==> config.mk <==
export PLATFORM = sky130hd
export DESIGN_NAME = can_id_whitelist_token_bucket_flat
export DESIGN_NICKNAME = d
export VERILOG_FILES = /design/src/rtl/cwtb_pkg.sv /design/src/rtl/cwtb_req_if.sv /design/src/rtl/cwtb_rsp_if.sv /design/src/rtl/cwtb_cfg_if.sv /design/src/rtl/can_id_whitelist_token_bucket.sv /design/src/rtl/cwtb_ram.sv /design/src/flat_wrapper.sv
export SDC_FILE = /design/constraint.sdc
export NUM_CORES = 2
export LEC_CHECK = 0
export ABC_CLOCK_PERIOD_IN_PS = 11250
export BUFFER_PORTS_ARGS = -buffer_cell sky130_fd_sc_hd__buf_4
export CORE_MARGIN = 1
export CORE_UTILIZATION = 30
export CTS_CLUSTER_DIAMETER = 60
export DETAILED_ROUTE_END_ITERATION = 7
export PLACE_DENSITY = 0.48
export SYNTH_ARGS = -nofsm -noshare
export SYNTH_HDL_FRONTEND = slang
export SYNTH_SLANG_ARGS = --single-unit
==> constraint.sdc <==
create_clock -name clk -period 11.25 [get_ports clk]
set_clock_uncertainty 0.05 [all_clocks]
set_input_delay 1.6875 -clock clk [delete_from_list [all_inputs] [get_ports clk]]
set_output_delay 1.6875 -clock clk [all_outputs]
set_load 0.05 [all_outputs]
==> src/rtl/cwtb_pkg.sv <==
`timescale 1ns / 1ps

package cwtb_pkg;

	// table geometry
	localparam int TABLE_ENTRIES = 16;
	localparam int IDX_W = (TABLE_ENTRIES > 1) ? $clog2(TABLE_ENTRIES) : 1;
	localparam logic [IDX_W-1:0] LAST_IDX = IDX_W'(TABLE_ENTRIES - 1);

	// field widths
	localparam int REQ_W = 2;
	localparam int ID_W = 29;
	localparam int DLC_W = 4;
	localparam int DATA_W = 64;
	localparam int RATE_W = 16;
	localparam int VERDICT_W = 3;
	localparam int CNT_W = 32;
	localparam int TPS_W = 20;
	localparam int TICK_W = 32;
	localparam int TOK_W = 36;
	localparam int PROD_W = TICK_W + RATE_W;
	localparam int SUM_W = PROD_W + 1;

	localparam logic [DLC_W-1:0] MAX_DLC = DLC_W'(8);
	localparam logic [TPS_W-1:0] TPS_RESET = TPS_W'(1000);

	typedef enum logic [REQ_W-1:0] {
		REQ_TICK  = 2'd0,
		REQ_SEND  = 2'd1,
		REQ_LOAD  = 2'd2,
		REQ_CLEAR = 2'd3
	} req_t;

	typedef enum logic [VERDICT_W-1:0] {
		V_FORWARD = 3'd0,
		V_INVALID = 3'd1,
		V_BLOCKED = 3'd2,
		V_LIMITED = 3'd3,
		V_LOADED  = 3'd4,
		V_FULL    = 3'd5,
		V_DONE    = 3'd6
	} verdict_t;

	typedef enum logic [2:0] {
		S_IDLE,
		S_SEARCH,
		S_MUL_CAP,
		S_MUL_REF,
		S_LEVEL,
		S_TAKE,
		S_LOAD_WR,
		S_DONE
	} state_t;

	// one whitelist entry as stored in the table ram
	typedef struct packed {
		logic [ID_W-1:0]   id;
		logic [RATE_W-1:0] rate_hz;
		logic [TOK_W-1:0]  tokens;
		logic [TICK_W-1:0] last_tick;
	} entry_t;

endpackage

==> src/rtl/cwtb_req_if.sv <==
`timescale 1ns / 1ps

interface cwtb_req_if;
	logic                          valid;
	logic                          ready;
	logic [cwtb_pkg::REQ_W-1:0]    req_type;
	logic [cwtb_pkg::ID_W-1:0]     can_id;
	logic [cwtb_pkg::DLC_W-1:0]    dlc;
	logic [cwtb_pkg::DATA_W-1:0]   payload;
	logic [cwtb_pkg::RATE_W-1:0]   entry_rate;

	modport source (output valid, output req_type, output can_id, output dlc,
		output payload, output entry_rate, input ready);
	modport sink (input valid, input req_type, input can_id, input dlc,
		input payload, input entry_rate, output ready);
endinterface

==> src/rtl/cwtb_rsp_if.sv <==
`timescale 1ns / 1ps

interface cwtb_rsp_if;
	logic                            valid;
	logic                            ready;
	logic [cwtb_pkg::VERDICT_W-1:0]  verdict;
	logic [cwtb_pkg::ID_W-1:0]       out_id;
	logic [cwtb_pkg::DLC_W-1:0]      out_dlc;
	logic [cwtb_pkg::DATA_W-1:0]     out_data;
	logic [cwtb_pkg::CNT_W-1:0]      sent_count;
	logic [cwtb_pkg::CNT_W-1:0]      blocked_count;
	logic [cwtb_pkg::CNT_W-1:0]      limited_count;

	modport source (output valid, output verdict, output out_id, output out_dlc,
		output out_data, output sent_count, output blocked_count,
		output limited_count, input ready);
	modport sink (input valid, input verdict, input out_id, input out_dlc,
		input out_data, input sent_count, input blocked_count,
		input limited_count, output ready);
endinterface

==> src/rtl/cwtb_cfg_if.sv <==
`timescale 1ns / 1ps

interface cwtb_cfg_if;
	logic                          valid;
	logic                          ready;
	logic [cwtb_pkg::TPS_W-1:0]    ticks_per_second;

	modport source (output valid, output ticks_per_second, input ready);
	modport sink (input valid, input ticks_per_second, output ready);
endinterface

==> src/rtl/can_id_whitelist_token_bucket.sv <==
`timescale 1ns / 1ps
// Sequencing: tick, clear and invalid-length items go from idle straight to the done state,
// which raises rsp.valid; load and send items scan the table one entry per cycle, and a
// forwarded or limited send then runs the capacity multiply, refill multiply, level and
// take states on the shared 32x16 multiplier. One item at a time: req.ready is high only
// when idle, and a result still waiting at the output holds the sequencer in its last state.
// Reset: clears time, counters and valid bits, ticks_per_second to 1000; ram not cleared.

module can_id_whitelist_token_bucket (
	input logic         clk,
	input logic         arst_n,
	cwtb_req_if.sink    req,
	cwtb_rsp_if.source  rsp,
	cwtb_cfg_if.sink    cfg
);

	cwtb_pkg::state_t state_q, state_d;

	logic [cwtb_pkg::TPS_W-1:0]          tps_q;
	logic [cwtb_pkg::TPS_W-1:0]          scale;
	logic [cwtb_pkg::TICK_W-1:0]         now_q;
	logic [cwtb_pkg::TABLE_ENTRIES-1:0]  valid_q;

	// captured transaction
	cwtb_pkg::req_t                  req_type_q;
	logic [cwtb_pkg::ID_W-1:0]       id_q;
	logic [cwtb_pkg::DLC_W-1:0]      dlc_q;
	logic [cwtb_pkg::DATA_W-1:0]     data_q;
	logic [cwtb_pkg::RATE_W-1:0]     rate_q;

	// table scan
	logic [cwtb_pkg::IDX_W-1:0]  idx_q;
	logic                        issue_done_q;
	logic                        rd_pend_q;
	logic [cwtb_pkg::IDX_W-1:0]  rd_idx_q;
	logic                        free_found_q;
	logic [cwtb_pkg::IDX_W-1:0]  free_idx_q;
	logic [cwtb_pkg::IDX_W-1:0]  wr_idx_q;

	cwtb_pkg::entry_t  ent_q;
	cwtb_pkg::entry_t  ram_rdata;
	cwtb_pkg::entry_t  ram_wdata;
	logic              ram_we;
	logic              ram_re;

	// bucket arithmetic
	logic [cwtb_pkg::TICK_W-1:0]  mul_a;
	logic [cwtb_pkg::RATE_W-1:0]  mul_b;
	logic [cwtb_pkg::PROD_W-1:0]  prod_q;
	logic [cwtb_pkg::TOK_W-1:0]   cap_q;
	logic [cwtb_pkg::TOK_W-1:0]   level_q;
	logic [cwtb_pkg::SUM_W-1:0]   sum;
	logic                         take_ok;
	logic [cwtb_pkg::TOK_W-1:0]   new_tokens;
	cwtb_pkg::verdict_t           verdict_q;

	// result register
	logic                          rsp_valid_q;
	cwtb_pkg::verdict_t            verdict_out_q;
	logic [cwtb_pkg::ID_W-1:0]     out_id_q;
	logic [cwtb_pkg::DLC_W-1:0]    out_dlc_q;
	logic [cwtb_pkg::DATA_W-1:0]   out_data_q;
	logic [cwtb_pkg::CNT_W-1:0]    sent_q;
	logic [cwtb_pkg::CNT_W-1:0]    blocked_q;
	logic [cwtb_pkg::CNT_W-1:0]    limited_q;
	logic [cwtb_pkg::DATA_W-1:0]   masked_data;

	logic  in_accept;
	logic  dlc_bad;
	logic  hit;
	logic  miss;
	logic  out_free;
	logic  is_send;

	// handshake and decode
	assign req.ready = (state_q == cwtb_pkg::S_IDLE);
	assign in_accept = req.valid && req.ready;
	assign dlc_bad   = (req.dlc > cwtb_pkg::MAX_DLC);
	assign out_free  = !rsp_valid_q || rsp.ready;
	assign is_send   = (req_type_q == cwtb_pkg::REQ_SEND);
	assign cfg.ready = 1'b1;
	assign scale     = (tps_q == '0) ? cwtb_pkg::TPS_W'(1) : tps_q;

	// scan compare on the registered ram read
	assign hit  = (state_q == cwtb_pkg::S_SEARCH) && rd_pend_q && valid_q[rd_idx_q]
		&& (ram_rdata.id == id_q);
	assign miss = (state_q == cwtb_pkg::S_SEARCH) && !hit && issue_done_q && !rd_pend_q;

	cwtb_ram #(
		.WIDTH ($bits(cwtb_pkg::entry_t)),
		.DEPTH (cwtb_pkg::TABLE_ENTRIES)
	) u_table (
		.clk   (clk),
		.we    (ram_we),
		.waddr (wr_idx_q),
		.wdata (ram_wdata),
		.re    (ram_re),
		.raddr (idx_q),
		.rdata (ram_rdata)
	);

	// next state
	always_comb begin
		state_d = state_q;
		case (state_q)
			cwtb_pkg::S_IDLE: begin
				if (in_accept) begin
					case (cwtb_pkg::req_t'(req.req_type))
						cwtb_pkg::REQ_SEND: state_d = dlc_bad ? cwtb_pkg::S_DONE
							: cwtb_pkg::S_SEARCH;
						cwtb_pkg::REQ_LOAD: state_d = cwtb_pkg::S_SEARCH;
						default:            state_d = cwtb_pkg::S_DONE;
					endcase
				end
			end
			cwtb_pkg::S_SEARCH: begin
				if (hit) begin
					state_d = is_send ? cwtb_pkg::S_MUL_CAP : cwtb_pkg::S_DONE;
				end else if (miss) begin
					state_d = (!is_send && free_found_q) ? cwtb_pkg::S_MUL_CAP
						: cwtb_pkg::S_DONE;
				end
			end
			cwtb_pkg::S_MUL_CAP: state_d = is_send ? cwtb_pkg::S_MUL_REF : cwtb_pkg::S_LOAD_WR;
			cwtb_pkg::S_MUL_REF: state_d = cwtb_pkg::S_LEVEL;
			cwtb_pkg::S_LEVEL:   state_d = cwtb_pkg::S_TAKE;
			cwtb_pkg::S_TAKE:    state_d = cwtb_pkg::S_DONE;
			cwtb_pkg::S_LOAD_WR: state_d = cwtb_pkg::S_DONE;
			cwtb_pkg::S_DONE:    state_d = out_free ? cwtb_pkg::S_IDLE : cwtb_pkg::S_DONE;
			default:             state_d = cwtb_pkg::S_IDLE;
		endcase
	end

	// datapath controls
	always_comb begin
		ram_re    = (state_q == cwtb_pkg::S_SEARCH) && !issue_done_q;
		ram_we    = 1'b0;
		ram_wdata = ent_q;
		mul_a     = cwtb_pkg::TICK_W'(scale);
		mul_b     = is_send ? ent_q.rate_hz : rate_q;
		sum       = cwtb_pkg::SUM_W'(ent_q.tokens) + cwtb_pkg::SUM_W'(prod_q);
		take_ok   = (level_q >= cwtb_pkg::TOK_W'(scale));
		new_tokens = take_ok ? (level_q - cwtb_pkg::TOK_W'(scale)) : level_q;
		case (state_q)
			cwtb_pkg::S_MUL_REF: begin
				mul_a = now_q - ent_q.last_tick;
				mul_b = ent_q.rate_hz;
			end
			cwtb_pkg::S_TAKE: begin
				ram_we              = 1'b1;
				ram_wdata.tokens    = new_tokens;
				ram_wdata.last_tick = now_q;
			end
			cwtb_pkg::S_LOAD_WR: begin
				ram_we              = 1'b1;
				ram_wdata.id        = id_q;
				ram_wdata.rate_hz   = rate_q;
				ram_wdata.tokens    = prod_q[cwtb_pkg::TOK_W-1:0];
				ram_wdata.last_tick = now_q;
			end
			default: begin
			end
		endcase
	end

	// forwarded payload keeps only the bytes below dlc
	always_comb begin
		for (int b = 0; b < 8; b++) begin
			masked_data[b*8 +: 8] = (cwtb_pkg::DLC_W'(b) < dlc_q) ? data_q[b*8 +: 8]
				: 8'h00;
		end
	end

	// control state
	always_ff @(posedge clk or negedge arst_n) begin
		if (!arst_n) begin
			state_q      <= cwtb_pkg::S_IDLE;
			tps_q        <= cwtb_pkg::TPS_RESET;
			now_q        <= '0;
			valid_q      <= '0;
			idx_q        <= '0;
			issue_done_q <= 1'b0;
			rd_pend_q    <= 1'b0;
			free_found_q <= 1'b0;
			rsp_valid_q  <= 1'b0;
			sent_q       <= '0;
			blocked_q    <= '0;
			limited_q    <= '0;
		end else begin
			state_q <= state_d;
			if (cfg.valid) begin
				tps_q <= cfg.ticks_per_second;
			end
			if (in_accept) begin
				idx_q        <= '0;
				issue_done_q <= 1'b0;
				rd_pend_q    <= 1'b0;
				free_found_q <= 1'b0;
				if (cwtb_pkg::req_t'(req.req_type) == cwtb_pkg::REQ_TICK) begin
					now_q <= now_q + 1'b1;
				end
				if (cwtb_pkg::req_t'(req.req_type) == cwtb_pkg::REQ_CLEAR) begin
					valid_q <= '0;
				end
			end
			// walk the table, remembering the lowest free slot
			if (state_q == cwtb_pkg::S_SEARCH) begin
				rd_pend_q <= ram_re;
				if (ram_re) begin
					if (idx_q == cwtb_pkg::LAST_IDX) begin
						issue_done_q <= 1'b1;
					end else begin
						idx_q <= idx_q + 1'b1;
					end
					if (!valid_q[idx_q] && !free_found_q) begin
						free_found_q <= 1'b1;
					end
				end
			end
			if (state_q == cwtb_pkg::S_LOAD_WR) begin
				valid_q[wr_idx_q] <= 1'b1;
			end
			// result register and counters
			if ((state_q == cwtb_pkg::S_DONE) && out_free) begin
				rsp_valid_q <= 1'b1;
				if (verdict_q == cwtb_pkg::V_FORWARD) begin
					sent_q <= sent_q + 1'b1;
				end
				if (verdict_q == cwtb_pkg::V_BLOCKED) begin
					blocked_q <= blocked_q + 1'b1;
				end
				if (verdict_q == cwtb_pkg::V_LIMITED) begin
					limited_q <= limited_q + 1'b1;
				end
			end else if (rsp_valid_q && rsp.ready) begin
				rsp_valid_q <= 1'b0;
			end
		end
	end

	// payload registers
	always_ff @(posedge clk) begin
		if (in_accept) begin
			req_type_q <= cwtb_pkg::req_t'(req.req_type);
			id_q       <= req.can_id;
			dlc_q      <= req.dlc;
			data_q     <= req.payload;
			rate_q     <= req.entry_rate;
			verdict_q  <= ((cwtb_pkg::req_t'(req.req_type) == cwtb_pkg::REQ_SEND) && dlc_bad)
				? cwtb_pkg::V_INVALID : cwtb_pkg::V_DONE;
		end
		if ((state_q == cwtb_pkg::S_SEARCH) && ram_re && !valid_q[idx_q]
				&& !free_found_q) begin
			free_idx_q <= idx_q;
		end
		if (hit) begin
			ent_q    <= ram_rdata;
			wr_idx_q <= rd_idx_q;
			if (!is_send) begin
				verdict_q <= cwtb_pkg::V_LOADED;
			end
		end else if (miss) begin
			if (is_send) begin
				verdict_q <= cwtb_pkg::V_BLOCKED;
			end else if (free_found_q) begin
				wr_idx_q <= free_idx_q;
			end else begin
				verdict_q <= cwtb_pkg::V_FULL;
			end
		end
		if (state_q == cwtb_pkg::S_SEARCH) begin
			rd_idx_q <= idx_q;
		end
		// shared multiplier: capacity, then refill amount
		if ((state_q == cwtb_pkg::S_MUL_CAP) || (state_q == cwtb_pkg::S_MUL_REF)) begin
			prod_q <= cwtb_pkg::PROD_W'(mul_a) * cwtb_pkg::PROD_W'(mul_b);
		end
		if (state_q == cwtb_pkg::S_MUL_REF) begin
			cap_q <= prod_q[cwtb_pkg::TOK_W-1:0];
		end
		// refill with saturation at the bucket capacity
		if (state_q == cwtb_pkg::S_LEVEL) begin
			level_q <= (sum > cwtb_pkg::SUM_W'(cap_q)) ? cap_q : sum[cwtb_pkg::TOK_W-1:0];
		end
		if (state_q == cwtb_pkg::S_TAKE) begin
			verdict_q <= take_ok ? cwtb_pkg::V_FORWARD : cwtb_pkg::V_LIMITED;
		end
		if (state_q == cwtb_pkg::S_LOAD_WR) begin
			verdict_q <= cwtb_pkg::V_LOADED;
		end
		if ((state_q == cwtb_pkg::S_DONE) && out_free) begin
			verdict_out_q <= verdict_q;
			if (verdict_q == cwtb_pkg::V_FORWARD) begin
				out_id_q   <= id_q;
				out_dlc_q  <= dlc_q;
				out_data_q <= masked_data;
			end else begin
				out_id_q   <= '0;
				out_dlc_q  <= '0;
				out_data_q <= '0;
			end
		end
	end

	assign rsp.valid         = rsp_valid_q;
	assign rsp.verdict       = verdict_out_q;
	assign rsp.out_id        = out_id_q;
	assign rsp.out_dlc       = out_dlc_q;
	assign rsp.out_data      = out_data_q;
	assign rsp.sent_count    = sent_q;
	assign rsp.blocked_count = blocked_q;
	assign rsp.limited_count = limited_q;

endmodule

==> src/rtl/cwtb_ram.sv <==
`timescale 1ns / 1ps

module cwtb_ram #(
	parameter int WIDTH = 8,
	parameter int DEPTH = 16
) (
	input  logic                                           clk,
	input  logic                                           we,
	input  logic [((DEPTH > 1) ? $clog2(DEPTH) : 1)-1:0]   waddr,
	input  logic [WIDTH-1:0]                               wdata,
	input  logic                                           re,
	input  logic [((DEPTH > 1) ? $clog2(DEPTH) : 1)-1:0]   raddr,
	output logic [WIDTH-1:0]                               rdata
);

	logic [WIDTH-1:0] mem_q [DEPTH];
	logic [WIDTH-1:0] rdata_q;

	// single write port, registered read port
	always_ff @(posedge clk) begin
		if (we) begin
			mem_q[waddr] <= wdata;
		end
		if (re) begin
			rdata_q <= mem_q[raddr];
		end
	end

	assign rdata = rdata_q;

endmodule

==> src/flat_wrapper.sv <==
// flat-port wrapper written by rule: the top's interface ports become plain ports
module can_id_whitelist_token_bucket_flat 
  (clk, arst_n, req_valid, req_req_type, req_can_id, req_dlc, req_payload, req_entry_rate, req_ready, rsp_valid, rsp_verdict, rsp_out_id, rsp_out_dlc, rsp_out_data, rsp_sent_count, rsp_blocked_count, rsp_limited_count, rsp_ready, cfg_valid, cfg_ticks_per_second, cfg_ready);
  cwtb_req_if req_i ();
  cwtb_rsp_if rsp_i ();
  cwtb_cfg_if cfg_i ();
  input logic clk;
  input logic arst_n;
  input wire logic [$bits(req_i.valid)-1:0] req_valid;
  input wire logic [$bits(req_i.req_type)-1:0] req_req_type;
  input wire logic [$bits(req_i.can_id)-1:0] req_can_id;
  input wire logic [$bits(req_i.dlc)-1:0] req_dlc;
  input wire logic [$bits(req_i.payload)-1:0] req_payload;
  input wire logic [$bits(req_i.entry_rate)-1:0] req_entry_rate;
  output wire logic [$bits(req_i.ready)-1:0] req_ready;
  output wire logic [$bits(rsp_i.valid)-1:0] rsp_valid;
  output wire logic [$bits(rsp_i.verdict)-1:0] rsp_verdict;
  output wire logic [$bits(rsp_i.out_id)-1:0] rsp_out_id;
  output wire logic [$bits(rsp_i.out_dlc)-1:0] rsp_out_dlc;
  output wire logic [$bits(rsp_i.out_data)-1:0] rsp_out_data;
  output wire logic [$bits(rsp_i.sent_count)-1:0] rsp_sent_count;
  output wire logic [$bits(rsp_i.blocked_count)-1:0] rsp_blocked_count;
  output wire logic [$bits(rsp_i.limited_count)-1:0] rsp_limited_count;
  input wire logic [$bits(rsp_i.ready)-1:0] rsp_ready;
  input wire logic [$bits(cfg_i.valid)-1:0] cfg_valid;
  input wire logic [$bits(cfg_i.ticks_per_second)-1:0] cfg_ticks_per_second;
  output wire logic [$bits(cfg_i.ready)-1:0] cfg_ready;
  assign req_i.valid = req_valid;
  assign req_i.req_type = req_req_type;
  assign req_i.can_id = req_can_id;
  assign req_i.dlc = req_dlc;
  assign req_i.payload = req_payload;
  assign req_i.entry_rate = req_entry_rate;
  assign req_ready = req_i.ready;
  assign rsp_valid = rsp_i.valid;
  assign rsp_verdict = rsp_i.verdict;
  assign rsp_out_id = rsp_i.out_id;
  assign rsp_out_dlc = rsp_i.out_dlc;
  assign rsp_out_data = rsp_i.out_data;
  assign rsp_sent_count = rsp_i.sent_count;
  assign rsp_blocked_count = rsp_i.blocked_count;
  assign rsp_limited_count = rsp_i.limited_count;
  assign rsp_i.ready = rsp_ready;
  assign cfg_i.valid = cfg_valid;
  assign cfg_i.ticks_per_second = cfg_ticks_per_second;
  assign cfg_ready = cfg_i.ready;
  can_id_whitelist_token_bucket u_core (.clk(clk), .arst_n(arst_n), .req(req_i), .rsp(rsp_i), .cfg(cfg_i));
endmodule
==> impl_metrics.tcl <==
set metrics [dict create \
    status "finished clean" \
    wl_mm 338 \
    cts_hold_buf 0 \
    antenna_found_initial 12 \
    ys_seq_elements 2559 \
    dp_hpwl_mm 208 \
    core_um2 390000 \
    drc 0 \
    drv_cap 0 \
    critPathArrivalTime_ns 11.25 \
    cp_slowest_cell "fa_1" \
    max_stage_delay_ns 0.57 \
    ios 339 \
    synth_top_area_share_pct 60.6 \
    via_per_inst 4.91 \
    overflow 0 \
    rsz0062_at_grt "no" \
    cts_sinks 2559 \
    post-route-period-util_pct 94.8 \
    die_w_um 629 \
    rows 229 \
    synth_edf_count 2381 \
    wl_per_cell_um 25.6 \
    setup_tns_ns 0 \
    cp_common_cell "fa_1" \
    clock_latency_ns 0.92 \
    numPortBuffers 337 \
    grt_pass1_wl_mm 491 \
    post-synth-top-area-cell "edfxtp_1" \
    numCtsBuffers 315 \
    syn_area_per_cell_um2 16.5 \
    die_y_um 629 \
    finalSetupViolations 0 \
    htree_levels 5 \
    cts_root_buffer "clkbuf_16" \
    cts_tree "done" \
    fillers 36969 \
    dieArea_um2 396000 \
    netlist_area_um2 118000 \
    hold_path.class "flop to flop" \
    path_class "flop to flop" \
    ys_async_sr_fraction_pct 6.84 \
    first_iter_violations 5282 \
    synth_area_leaders "edfxtp_1, mux4_2, fa_1, dfrtp_1, ha_1" \
    fmax_mhz 93.8 \
    max_slew.worst_pin.slew_ns 1.39 \
    path_clk_slew_ns 0.06 \
    synthFlopType "edfxtp_1" \
    drive_gt1_share_pct 20.9 \
    track_usage_pct 16.8 \
    gp_congestion 0.854 \
    final_max_slew_viol_count 0 \
    slew_headroom_pct 6.53 \
    crit_path_max_fanout 10 \
    vias 64862 \
    crit_family "adder cells" \
    syn_to_final_growth_pct 16.9 \
    synthesis.instances 7171 \
    seq_area_frac_synth_pct 64.3 \
    grt_max_degree 140 \
    ant_nets 0 \
    required_ns 11.83 \
    firstDrtPassIters 5 \
    hold_violations 0 \
    synth_common_cells "edfxtp_1, nand2_1, inv_1, mux4_2, fa_1" \
    final.min_clock_period_ns 10.67 \
    critPathBufInv 6 \
    yosys_warnings 0 \
    initial_core_util_pct 30.3 \
    crit_path_start_kind "flop" \
    synthMostInstantiatedCell "edfxtp_1" \
    final_nets 8562 \
    cts_buffer_depth 4 \
    endpoint_kind "flop" \
    syn-num-nets 7983 \
    grt_pass1_vias 68787 \
    synth_cell_types 82 \
]
-- state kept, by name, indices dropped and copies added (netlist names), 20 cells and up --
register                  flops
u_core.u_table.mem_q       1808
u_core.ent_q                113
u_core.u_table.rdata        113
u_core.data_q                64
u_core.rsp.out_data          64
u_core.prod_q                48
u_core.cap_q                 36
u_core.level_q               36
u_core.now_q                 32
u_core.rsp.blocked_count     32
u_core.rsp.limited_count     32
u_core.rsp.sent_count        32
u_core.id_q                  29
u_core.rsp.out_id            29
u_core.tps_q                 20
-- cell families after synthesis --
group	share of synthesized area [%]
DFF	64.3
and+or+nand+nor	5.79
buffers and inverters	2.76
adders and majority gates	9.80
muxes	11.8
AOI/OAI and AO/OA	3.29
xor gates and xnor gates	2.20
other	0.00318
-- final timing paths --
path	startpoint	end	slack [ns]	cells after the start
worst min-delay path	u_core.u_table.rdata[53]	u_core.ent_q[53]	0.35	0
max in group asynchronous	arst_n	u_core.idx_q[2]	8.22	3
worst max-delay path	u_core.now_q[0]	u_core.prod_q[45]	0.58	37
worst max register to register	u_core.now_q[0]	u_core.prod_q[45]	0.58	37
worst min register to register	u_core.u_table.rdata[53]	u_core.ent_q[53]	0.35	0
min in group asynchronous	arst_n	u_core.rsp.limited_count[3]	0.76	1
-- placed cells by master (no fill, tap or decap), drive strengths merged, types with 65 or more instances in the layout --
cell,n
xnor2,220
o21ai,178
and2,65
clkbuf,402
ha,251
nand3,92
edfxtp,2381
nor2b,74
inv,612
a21oi,163
nor2,343
clkinv,113
mux4,575
fa,421
nand2,672
buf,530
dfrtp,169
a21o,73
xor2,76
-- stage by stage --
step	instances	utilization, %	hold slack, ns	setup slack, ns	cell area [um^2]
floorplan	7171	-	0.350	0.540	118000
global placement	12629	32.8	0.353	0.0567	128000
detailed placement	12629	32.8	0.355	0.0293	128000
CTS	13200	35.3	0.350	0.169	138000
global route	13202	35.4	0.376	0.00374	138000
finish	13204	35.4	0.354	0.584	138000
-- metal layers --
layer	up-vias	share of wire [%]	wire, um	GRT usage (%)
met1	34800	44	150000	23.1
li1	27939	-	-	-
met4	6	2.4	7950	4.20
met2	1715	49	164000	28.4
met3	402	4.5	15000	2.11
met5	-	0.010	34	0
-- what timing repair did --
action | 4_1_cts | 5_1_grt
pin swaps | 0 | 0
setup endpoints to repair | 2 | 5
gates resized for setup | 1 | 6
cloned | 0 | 0
setup buffers | 0 | 0
-- cell type report --
cell class | instances | area, um^2 | area share (%)
timing repair buffer | 531 | 4180 | 3.03
inverter | 586 | 2210 | 1.60
multi-input combinational | 3757 | 39100 | 28.3
clock buffer | 401 | 8350 | 6.05
tap | 5197 | 6500 | 4.71
antenna | 3 | 7.51 | 0.00544
sequential | 2559 | 76000 | 55.0
clock inverter | 170 | 1690 | 1.23
Power is left out: the tool's default activity adds up to more than one toggle a clock period on the data nets, which glitch-free logic cannot reach.
